--- config.mk ---
export PLATFORM = sky130hd
export DESIGN_NAME = postfix_expression_evaluator_unit
export DESIGN_NICKNAME = d
export VERILOG_FILES = /design/src/rtl/pfx_pkg.sv /design/src/rtl/pfx_ram.sv /design/src/rtl/pfx_div.sv /design/src/rtl/postfix_expression_evaluator_unit.sv
export SDC_FILE = /design/constraint.sdc
export NUM_CORES = 2
export LEC_CHECK = 0
export ABC_AREA = 1
export BUFFER_PORTS_ARGS = -buffer_cell sky130_fd_sc_hd__buf_2
export CAP_MARGIN = 20
export CORE_MARGIN = 4
export CORE_UTILIZATION = 37
export DETAILED_ROUTE_END_ITERATION = 10
export PLACE_DENSITY_LB_ADDON = 0.25
export SLEW_MARGIN = 5
export SYNTH_ARGS = -nofsm -noshare
export SYNTH_HDL_FRONTEND = slang
export SYNTH_HIERARCHICAL = 1
export SYNTH_SLANG_ARGS = --single-unit
--- constraint.sdc ---
create_clock -name clk -period 12.5 [get_ports clk]
set_clock_uncertainty 0.15 [all_clocks]
set_input_delay 1.875 -clock clk [delete_from_list [all_inputs] [get_ports clk]]
set_output_delay 1.875 -clock clk [all_outputs]
set_load 0.03 [all_outputs]
--- src/rtl/pfx_pkg.sv ---
`timescale 1ns / 1ps
package pfx_pkg;

  typedef struct packed {
    logic [7:0] symbol;
    logic       end_of_expr;
  } sym_beat_t;

  typedef struct packed {
    logic signed [31:0] value;
    logic [2:0]         status;
  } res_beat_t;

  localparam logic [7:0] CH_ZERO  = 8'd48;
  localparam logic [7:0] CH_NINE  = 8'd57;
  localparam logic [7:0] CH_PLUS  = 8'd43;
  localparam logic [7:0] CH_MINUS = 8'd45;
  localparam logic [7:0] CH_STAR  = 8'd42;
  localparam logic [7:0] CH_SLASH = 8'd47;

  localparam logic [2:0] ST_OK      = 3'd0;
  localparam logic [2:0] ST_BADCHAR = 3'd1;
  localparam logic [2:0] ST_UNDER   = 3'd2;
  localparam logic [2:0] ST_OVER    = 3'd3;
  localparam logic [2:0] ST_DIVZERO = 3'd4;

endpackage

--- src/rtl/pfx_ram.sv ---
`timescale 1ns / 1ps
module pfx_ram #(
  parameter int WIDTH = 32,
  parameter int DEPTH = 10
) (
  input  logic                     clk,
  input  logic                     we,
  input  logic [$clog2(DEPTH)-1:0] waddr,
  input  logic [WIDTH-1:0]         wdata,
  input  logic                     re,
  input  logic [$clog2(DEPTH)-1:0] raddr,
  output logic [WIDTH-1:0]         rdata
);

  logic [WIDTH-1:0] mem [DEPTH];

  always_ff @(posedge clk) begin
    if (we) begin
      mem[waddr] <= wdata;
    end
    if (re) begin
      rdata <= mem[raddr];
    end
  end

endmodule

--- src/rtl/pfx_div.sv ---
`timescale 1ns / 1ps
module pfx_div (
  input  logic        clk,
  input  logic        rst,
  input  logic        start,
  input  logic [31:0] num,
  input  logic [31:0] den,
  output logic        done,
  output logic [31:0] quot
);

  localparam int NB = 32;
  localparam int CNTW = $clog2(NB);

  logic            run;
  logic [CNTW-1:0] cnt;
  logic [31:0]     rem;
  logic [31:0]     quo;
  logic [31:0]     dm;
  logic            neg;

  logic [32:0] sh;
  logic [32:0] diff;
  logic        step_bit;
  logic [31:0] step_rem;
  logic [31:0] num_mag;
  logic [31:0] den_mag;

  // signed operands become magnitudes; sign is restored on the way out
  assign num_mag  = num[31] ? (~num + 32'd1) : num;
  assign den_mag  = den[31] ? (~den + 32'd1) : den;
  assign sh       = {rem, quo[31]};
  assign diff     = sh - {1'b0, dm};
  assign step_bit = ~diff[32];
  assign step_rem = step_bit ? diff[31:0] : sh[31:0];
  assign quot     = neg ? (~quo + 32'd1) : quo;

  always_ff @(posedge clk) begin
    if (rst) begin
      run  <= 1'b0;
      done <= 1'b0;
    end else begin
      done <= 1'b0;
      if (start) begin
        run <= 1'b1;
      end else if (run && cnt == CNTW'(NB - 1)) begin
        run  <= 1'b0;
        done <= 1'b1;
      end
    end
  end

  // one quotient bit per cycle, restoring
  always_ff @(posedge clk) begin
    if (start) begin
      cnt <= '0;
      rem <= '0;
      quo <= num_mag;
      dm  <= den_mag;
      neg <= num[31] ^ den[31];
    end else if (run) begin
      cnt <= cnt + CNTW'(1);
      rem <= step_rem;
      quo <= {quo[30:0], step_bit};
    end
  end

endmodule

--- src/rtl/postfix_expression_evaluator_unit.sv ---
`timescale 1ns / 1ps
// Postfix evaluator: stack entries live in a one-read one-write RAM, top of stack in a register.
// Digit or bad character: accepted in S_IDLE. +, -, *: accept, read/compute (S_CALC), write back (S_WB).
// /: a nonzero divisor adds the 32-step bit-serial divider (S_DIV) before write back.
// End of expression adds S_FIN to load the result register; a result beat waits there.
// Reset (rst, synchronous, active high) empties the stack and clears the sticky status.
module postfix_expression_evaluator_unit #(
  parameter int STACK_DEPTH = 10
) (
  input  logic               clk,
  input  logic               rst,
  input  logic               sym_valid,
  output logic               sym_ready,
  input  pfx_pkg::sym_beat_t sym_data,
  output logic               res_valid,
  input  logic               res_ready,
  output pfx_pkg::res_beat_t res_data
);

  localparam int AW = $clog2(STACK_DEPTH);
  localparam int CW = $clog2(STACK_DEPTH + 1);

  typedef enum logic [2:0] {S_IDLE, S_CALC, S_DIV, S_WB, S_FIN} state_t;

  state_t        state;
  logic [CW-1:0] count;
  logic [2:0]    err;
  logic [31:0]   tos;
  logic [7:0]    op;
  logic          last;
  logic [31:0]   res;

  logic          accept;
  logic          is_digit;
  logic          is_op;
  logic          has1;
  logic          has2;
  logic          full;
  logic [CW-1:0] cnt_m2;
  logic [31:0]   right;
  logic [31:0]   left;
  logic [31:0]   prod;
  logic [7:0]    digit_val;

  logic          ram_we;
  logic [AW-1:0] ram_waddr;
  logic [31:0]   ram_wdata;
  logic          ram_re;
  logic [31:0]   ram_rdata;

  logic          div_start;
  logic          div_done;
  logic [31:0]   div_quot;

  assign sym_ready = (state == S_IDLE);
  assign accept    = sym_valid && sym_ready;
  assign is_digit  = (sym_data.symbol >= pfx_pkg::CH_ZERO) &&
                     (sym_data.symbol <= pfx_pkg::CH_NINE);
  assign is_op     = (sym_data.symbol == pfx_pkg::CH_PLUS)  ||
                     (sym_data.symbol == pfx_pkg::CH_MINUS) ||
                     (sym_data.symbol == pfx_pkg::CH_STAR)  ||
                     (sym_data.symbol == pfx_pkg::CH_SLASH);
  assign digit_val = sym_data.symbol - pfx_pkg::CH_ZERO;

  assign has1   = (count != '0);
  assign has2   = (count >= CW'(2));
  assign full   = (count >= CW'(STACK_DEPTH));
  assign cnt_m2 = count - CW'(2);

  // missing operands read as all ones
  assign right = has1 ? tos : '1;
  assign left  = has2 ? ram_rdata : '1;
  assign prod  = left * right;

  assign ram_re    = accept && is_op;
  assign ram_we    = (accept && is_digit && !full) || (state == S_WB);
  assign ram_waddr = (state == S_WB) ? (has2 ? cnt_m2[AW-1:0] : '0) : count[AW-1:0];
  assign ram_wdata = (state == S_WB) ? res : {24'd0, digit_val};

  assign div_start = (state == S_CALC) && (op == pfx_pkg::CH_SLASH) && (right != '0);

  pfx_ram #(
    .WIDTH (32),
    .DEPTH (STACK_DEPTH)
  ) u_stack (
    .clk   (clk),
    .we    (ram_we),
    .waddr (ram_waddr),
    .wdata (ram_wdata),
    .re    (ram_re),
    .raddr (cnt_m2[AW-1:0]),
    .rdata (ram_rdata)
  );

  pfx_div u_div (
    .clk   (clk),
    .rst   (rst),
    .start (div_start),
    .num   (left),
    .den   (right),
    .done  (div_done),
    .quot  (div_quot)
  );

  always_ff @(posedge clk) begin
    if (rst) begin
      state     <= S_IDLE;
      count     <= '0;
      err       <= pfx_pkg::ST_OK;
      res_valid <= 1'b0;
    end else begin
      if (state == S_FIN && (!res_valid || res_ready)) begin
        res_valid <= 1'b1;
      end else if (res_ready) begin
        res_valid <= 1'b0;
      end
      unique case (state)
        S_IDLE: begin
          if (accept) begin
            op   <= sym_data.symbol;
            last <= sym_data.end_of_expr;
            if (is_op) begin
              state <= S_CALC;
            end else begin
              if (is_digit) begin
                if (!full) begin
                  count <= count + CW'(1);
                  tos   <= {24'd0, digit_val};
                end else if (err == pfx_pkg::ST_OK) begin
                  err <= pfx_pkg::ST_OVER;
                end
              end else if (err == pfx_pkg::ST_OK) begin
                err <= pfx_pkg::ST_BADCHAR;
              end
              state <= sym_data.end_of_expr ? S_FIN : S_IDLE;
            end
          end
        end
        S_CALC: begin
          if (err == pfx_pkg::ST_OK) begin
            if (!has2) begin
              err <= pfx_pkg::ST_UNDER;
            end else if (op == pfx_pkg::CH_SLASH && right == '0) begin
              err <= pfx_pkg::ST_DIVZERO;
            end
          end
          case (op)
            pfx_pkg::CH_PLUS:  res <= left + right;
            pfx_pkg::CH_MINUS: res <= left - right;
            pfx_pkg::CH_STAR:  res <= prod;
            default:           res <= '0;
          endcase
          state <= div_start ? S_DIV : S_WB;
        end
        S_DIV: begin
          if (div_done) begin
            res   <= div_quot;
            state <= S_WB;
          end
        end
        S_WB: begin
          // two pops and a push: net one fewer, never below one
          count <= has2 ? (count - CW'(1)) : CW'(1);
          tos   <= res;
          state <= last ? S_FIN : S_IDLE;
        end
        S_FIN: begin
          if (!res_valid || res_ready) begin
            res_data.value  <= has1 ? tos : '1;
            res_data.status <= (err != pfx_pkg::ST_OK) ? err :
                               (has1 ? pfx_pkg::ST_OK : pfx_pkg::ST_UNDER);
            count           <= '0;
            err             <= pfx_pkg::ST_OK;
            state           <= S_IDLE;
          end
        end
        default: state <= S_IDLE;
      endcase
    end
  end

`ifndef NO_ASSERTIONS
  a_count_bound: assert property (@(posedge clk) disable iff (rst)
    count <= CW'(STACK_DEPTH))
    else $error("stack count beyond depth");

  a_emit_clears: assert property (@(posedge clk) disable iff (rst)
    (state == S_FIN && (!res_valid || res_ready)) |=>
      (res_valid && count == '0 && err == pfx_pkg::ST_OK && state == S_IDLE))
    else $error("result beat not issued or stack not cleared");

  a_div_nonzero: assert property (@(posedge clk) disable iff (rst)
    div_start |-> (right != '0 && state == S_CALC))
    else $error("divider started with zero divisor");

  a_wb_nonempty: assert property (@(posedge clk) disable iff (rst)
    (state == S_WB) |=> (count != '0))
    else $error("stack empty after write back");
`endif

endmodule

; ---- After elaboration in Yosys (flattened, before gate mapping)
; Memories as Yosys holds them, arrays and structs flattened. A register that Yosys moved wholly into a read port is not among the register bits.
; Cells that the tools add are included.
[word_totals]
word_cells = 156
input_bits = 13
register_bits = 223
output_inout_bits = 37
n_memories = 1
latch_bits = 0
romBits = 0
ramBits = 320
[classes]
n_mul = 1
div_mod_pow = 0
n_mux = 53
n_eq_ne = 24
add_sub_neg = 11
bitwise_logic = 6
n_reduce_logical = 38
shift = 0
magnitude_cmp = 4
[mem_list]
columns = name, words, width, read_ports, rd_clocked_by_memory_dff, wr, line_no
row1 = u_stack.mem, 10, 32, 1, 1, 1, pfx_ram.sv:15  ; logic [WIDTH-1:0] mem [DEPTH];
[op_table]
columns = operator, n
row1 = two-way mux 32 bit, 13
row2 = one-hot mux 32 bit (2 select lines), 2
row3 = "adder 32 x 1 -> 32 bit, second input constant", 3
row4 = inverter 32 bit, 3
row5 = one-hot mux 32 bit (3 select lines), 1
row6 = "equality test 8 x 6 -> 1 bit, second input constant", 8
row7 = two-way mux 3 bit, 16
row8 = subtractor 33 x 32 -> 33 bit, 1
row9 = adder 32 bit, 1
row10 = logical NOT 32 bit, 1
row11 = multiplier 32 x 32 -> 32 bit, 1
row12 = two-way mux 4 bit, 8
row13 = nonzero test 32 bit, 1
row14 = subtractor 32 bit, 1
row15 = two-way mux 31 bit, 1
row16 = one-hot mux 3 bit (5 select lines), 1
row17 = one-hot mux 4 bit (3 select lines), 1
row18 = AND reduction 3 bit, 4
row19 = AND reduction 6 bit, 2
row20 = logical AND 1 bit, 10
row21 = "inequality test 2 x 1 -> 1 bit, second input constant", 5
row22 = nonzero test 2 bit, 5
row23 = "inequality test 3 x 2 -> 1 bit, second input constant", 3
row24 = one-hot mux 3 bit (3 select lines), 1
row25 = other kinds (26), 44

; ---- Logic depth before layout (Yosys ltp)
[logic_depth]
depth_word = 8
ltp_mapped = 41
depth_no_buf = 37

; ---- Cells and area by module
; The synthesis kept the hierarchy.
[by_module_without_submodules]
columns = module, seq_area_each_um2, n_inst, cells_each, area_per_inst_um2
row1 = postfix_expression_evaluator_unit, 3463.3, 1, 3003, 23832.9
row2 = pfx_ram, 10570.1, 1, 1271, 14432.6
row3 = pfx_div, 2732.6, 1, 1473, 9266.4

; ---- Worst setup path after synthesis
; Ideal clock, no wire load.
[synth_timing]
path_kind = register -> register
startpoint = reg count[2]
endpoint = reg res[29] (data pin)
path_buffers = 4
slack_ns = 4.417
arrival_time_ns = 7.680
stages_incl_launch_ff = 42
cell_sequence = dfxtp_1 -> inv_2 -> ha_1 -> nand2_1 -> nand3_4 -> buf_6 -> buf_6 -> nand2_1 -> clkbuf_1 -> clkinv_1 -> clkbuf_1 -> nor2_1 -> fa_1 -> inv_1 -> fa_1 -> inv_1 -> fa_1 -> inv_1 -> [6 not listed] -> fa_1 -> fa_1 -> ha_1 -> nand2_1 -> nor4_1 -> nand4_1 -> nand3_1 -> nand2_1 -> o211ai_1 -> nand3_1 -> nand2_1 -> nand3_1 -> nand2_1 -> nand2_1 -> nand3_1 -> nand2_1 -> nand2_1 -> nand2_1
[synth_via]
elab_chain_len = 5
word_cells_on_any_way = 9
classes_between = add/sub (2) / mul (1) / order compare (1) / mux (4) / reduce/logical (1)
[synth_rtl]
columns = element, line_no
row1 = "start, declared", postfix_expression_evaluator_unit.sv:26  ; logic [CW-1:0] count;
row2 = "start signal, assigned", postfix_expression_evaluator_unit.sv:127  ; count <= count + CW'(1);
row3 = "start signal, assigned", postfix_expression_evaluator_unit.sv:163  ; count <= has2 ? (count - CW'(1)) : CW'(1);
row4 = >= comparator 4 x 2 -> 1 bit *, postfix_expression_evaluator_unit.sv:66  ; assign has2 = (count >= CW'(2));
row5 = two-way mux 32 bit *, postfix_expression_evaluator_unit.sv:72  ; assign left = has2 ? ram_rdata : '1;
row6 = via left[5], postfix_expression_evaluator_unit.sv:41  ; logic [31:0] left;
row7 = multiplier 32 x 32 -> 32 bit (tied with other cells), postfix_expression_evaluator_unit.sv:73  ; assign prod = left * right;
row8 = one-hot mux 32 bit (3 select lines) *, postfix_expression_evaluator_unit.sv:147  ; case (op)
row9 = one-hot mux 32 bit (2 select lines) *, postfix_expression_evaluator_unit.sv:117  ; unique case (state)
row10 = "end signal, assigned", postfix_expression_evaluator_unit.sv:148  ; pfx_pkg::CH_PLUS: res <= left + right;
row11 = "end signal, assigned", postfix_expression_evaluator_unit.sv:149  ; pfx_pkg::CH_MINUS: res <= left - right;
row12 = "end signal, assigned", postfix_expression_evaluator_unit.sv:150  ; pfx_pkg::CH_STAR: res <= prod;
row13 = "end, declared", postfix_expression_evaluator_unit.sv:31  ; logic [31:0] res;
; The timed path passes the listed nets; every way through them passes the cells marked *.
; A chain may end at the register's enable or synchronous reset.

; ---- Worst setup path after layout
[layout_timing]
startpoint = reg count[0]
endpoint = reg res[29] (data pin)
[layout_via]
elab_chain_len = 5
word_cells_on_any_way = 9
classes_between = add/sub (2) / mul (1) / order compare (1) / mux (4) / reduce/logical (1)
[layout_rtl]
columns = element, line_no
row1 = >= comparator 4 x 2 -> 1 bit / nonzero test 4 bit (equally long branches), "postfix_expression_evaluator_unit.sv:66, postfix_expression_evaluator_unit.sv:65"
row2 = two-way mux 32 bit (on tied branches), "postfix_expression_evaluator_unit.sv:72, postfix_expression_evaluator_unit.sv:71"
row3 = multiplier 32 x 32 -> 32 bit (tied with other cells), postfix_expression_evaluator_unit.sv:73
row4 = one-hot mux 32 bit (3 select lines) *, postfix_expression_evaluator_unit.sv:147
row5 = one-hot mux 32 bit (2 select lines) *, postfix_expression_evaluator_unit.sv:117
; Mark *: on every way between the ends. The rest lies on a longest branch, timed or not.

==> flow_summary.ini <==
[route]
drt_wl_total_microns = 163000
drcViolationCount = 0
wl_per_cell_microns = 21.80
vias = 38742
detail-route-antenna-nets = 0
drt_iter0_markers = 3917
drt_pass1_iterations = 8
drt-vias-per-instance = 5.180

[die]
die_x_microns = 366.4
die_y_microns = 366.4
ios = 50
dieArea_sq_mm = 0.1343
core_sq_mm = 0.1275
initial_utilization_pct = 37.27
row_count = 131

[sta]
rsz0062_at_grt = no
whs_ps = 288.5
setup_viol = 0
fin_setup_tns_ps = 0
worst_slew_pin_slew_ps = 1126
post-route-min-period_ps = 10360
period_share_pct = 82.92
maxSlewViolCount = 0
max_freq_mhz = 96.48
finalHoldViolCount = 0
slew_headroom_pct = 24.78

[worst_setup_path]
crit_top_cell = nand2_1
worstPathMaxFanout = 70
crit_path_max_incr_delay_ps = 1030
cp-end-kind = register
crit_path_top_delay_cell = clkinv_1
path_class = reg2reg
cp.arrival_ps = 10600
worstSetupStartpointType = register
required_ps = 12740

[clock_network]
cts_hold_buffers = 0
cts-resized-gates = 0
cts-htree-levels = 3
cts_root_buf = clkbuf_16
worst_skew_pair.late_latency_ps = 660
cts_buffer_depth = 3
clock-sinks = 575
tritoncts = yes
cts_made_buffers = 66
clk_pin_slew_ps = 60
cts_setup_buffers = 0

[cells_and_area]
area_growth_pct = 9.084
fillers = 12888
nets = 6389
drive_gt1_share_pct = 6.380

[synthesis]
ys_seq_area_share_pct = 35.27
syn_nets = 6373
synth_top_area_share_pct = 33.17
avgSynthCellArea_sq_um = 8.271
synth.distinct_cells = 63
synth-edff-count = 525
synth_cells = 5747
yosysMostFrequentCell = nand2_1
yosys_most_used_dff = edfxtp_1
synth_top_area_cell = edfxtp_1
synthTopCellsByArea = edfxtp_1, fa_1, nand2_1
netlist_area_sq_mm = 0.04753
ys_top_cells_by_count = nand2_1, inv_1, nor2_1
synth_warnings = 6
synth_seq_cells = 575
ys_async_sr_fraction_pct = 0

[grt]
first_global_vias = 37554
grt.overflow.total = 0
grt_pass1_wl_microns = 243000
grt_max_degree = 88
grt.total_usage_pct = 23.93
antenna_found_initial = 2

[flow_run]
maxCapViolCount = 0

[place]
hpwlAfterDp_microns = 116800
gp_congestion = 1.007
port_buffers = 49

[status]
status = complete, no violations

[min_path]
hold_path.class = reg2reg
-- critical path, delay by kind of cell, from the launching register on --
family,cells,cell delay [ps]
fa+ha+maj,9,3910
flops,1,870
compound gates,1,130
buf+inv,8,1650
simple gates,18,3340
-- logic make-up after synthesis --
logic type / synth area share, %
buffers and inverters: 11.05
and+or+nand+nor: 23.50
adders and majority gates: 22.61
AOI/OAI and AO/OA: 4.846
DFF: 35.27
xor gates and xnor gates: 2.727
-- worst paths after layout --
kind / startpoint / end / slack, ps / cells after the start
setup / recovery: count[0] / res[29] / 2140 / 36
setup reg to reg: count[0] / res[29] / 2140 / 36
hold reg to reg: err[2] / res_data[2] / 290 / 0
hold / removal: err[2] / res_data[2] / 290 / 0
-- registers in the layout (all words and copies together) (netlist names) --
register	cells
count	4
err	3
last	1
op	8
res	32
res_data	35
res_valid	1
state	3
tos	32
u_div/cnt	5
u_div/dm	32
u_div/done	1
u_div/neg	1
u_div/quo	32
u_div/rem	32
u_div/run	1
u_stack/mem	320
u_stack/rdata	32
-- per-stage QoR --
| stage | cell area (sq um) | utilization [%] | worst slack [ps] | cells |
|---|---|---|---|---|
| floorplan | 47530 | - | 4417 | 5747 |
| global placement | 49660 | 38.94 | 2419 | 7354 |
| detailed placement | 49670 | 38.95 | 2309 | 7356 |
| CTS | 51840 | 40.65 | 2216 | 7476 |
| global route | 51840 | 40.66 | 1551 | 7477 |
| finish | 51850 | 40.66 | 2136 | 7479 |
-- placed cells by master (no fill, tap or decap), types with 53 or more instances in the layout --
cell          n
buf_4        80
inv_1      1117
xor2_1       98
nor3_1       53
nand2_1    1410
o21ai_0     178
ha_1        203
edfxtp_1    525
nand3_1     393
nor2_1      631
clkbuf_16    67
fa_1        410
a21oi_1     129
-- layout make-up --
type | instances | area (sq um) | share of cell area [%]
clock buffer | 87 | 1792 | 3.456
inverter | 1155 | 4344 | 8.378
antenna | 2 | 5.005 | 0.009653
sequential | 575 | 16770 | 32.34
multi-input combinational | 3835 | 25630 | 49.44
timing repair buffer | 130 | 850.8 | 1.641
tap | 1662 | 2079 | 4.011
clock inverter | 33 | 376.6 | 0.7264
-- per-layer routing --
metal / part of all wire, % / wire length, microns / up-vias / global-route usage, %
met1: 42 / 68710 / 18863 / 32.31
met2: 45 / 73510 / 1620 / 38.13
met3: 8.2 / 13360 / 379 / 4.437
met4: 4.6 / 7460 / 0 / 9.494
met5: 0 / 0 / - / 0
li1: - / - / 17880 / -
Power is left out: the tool's default activity adds up to more than one toggle a clock period on the data nets, which glitch-free logic cannot reach.
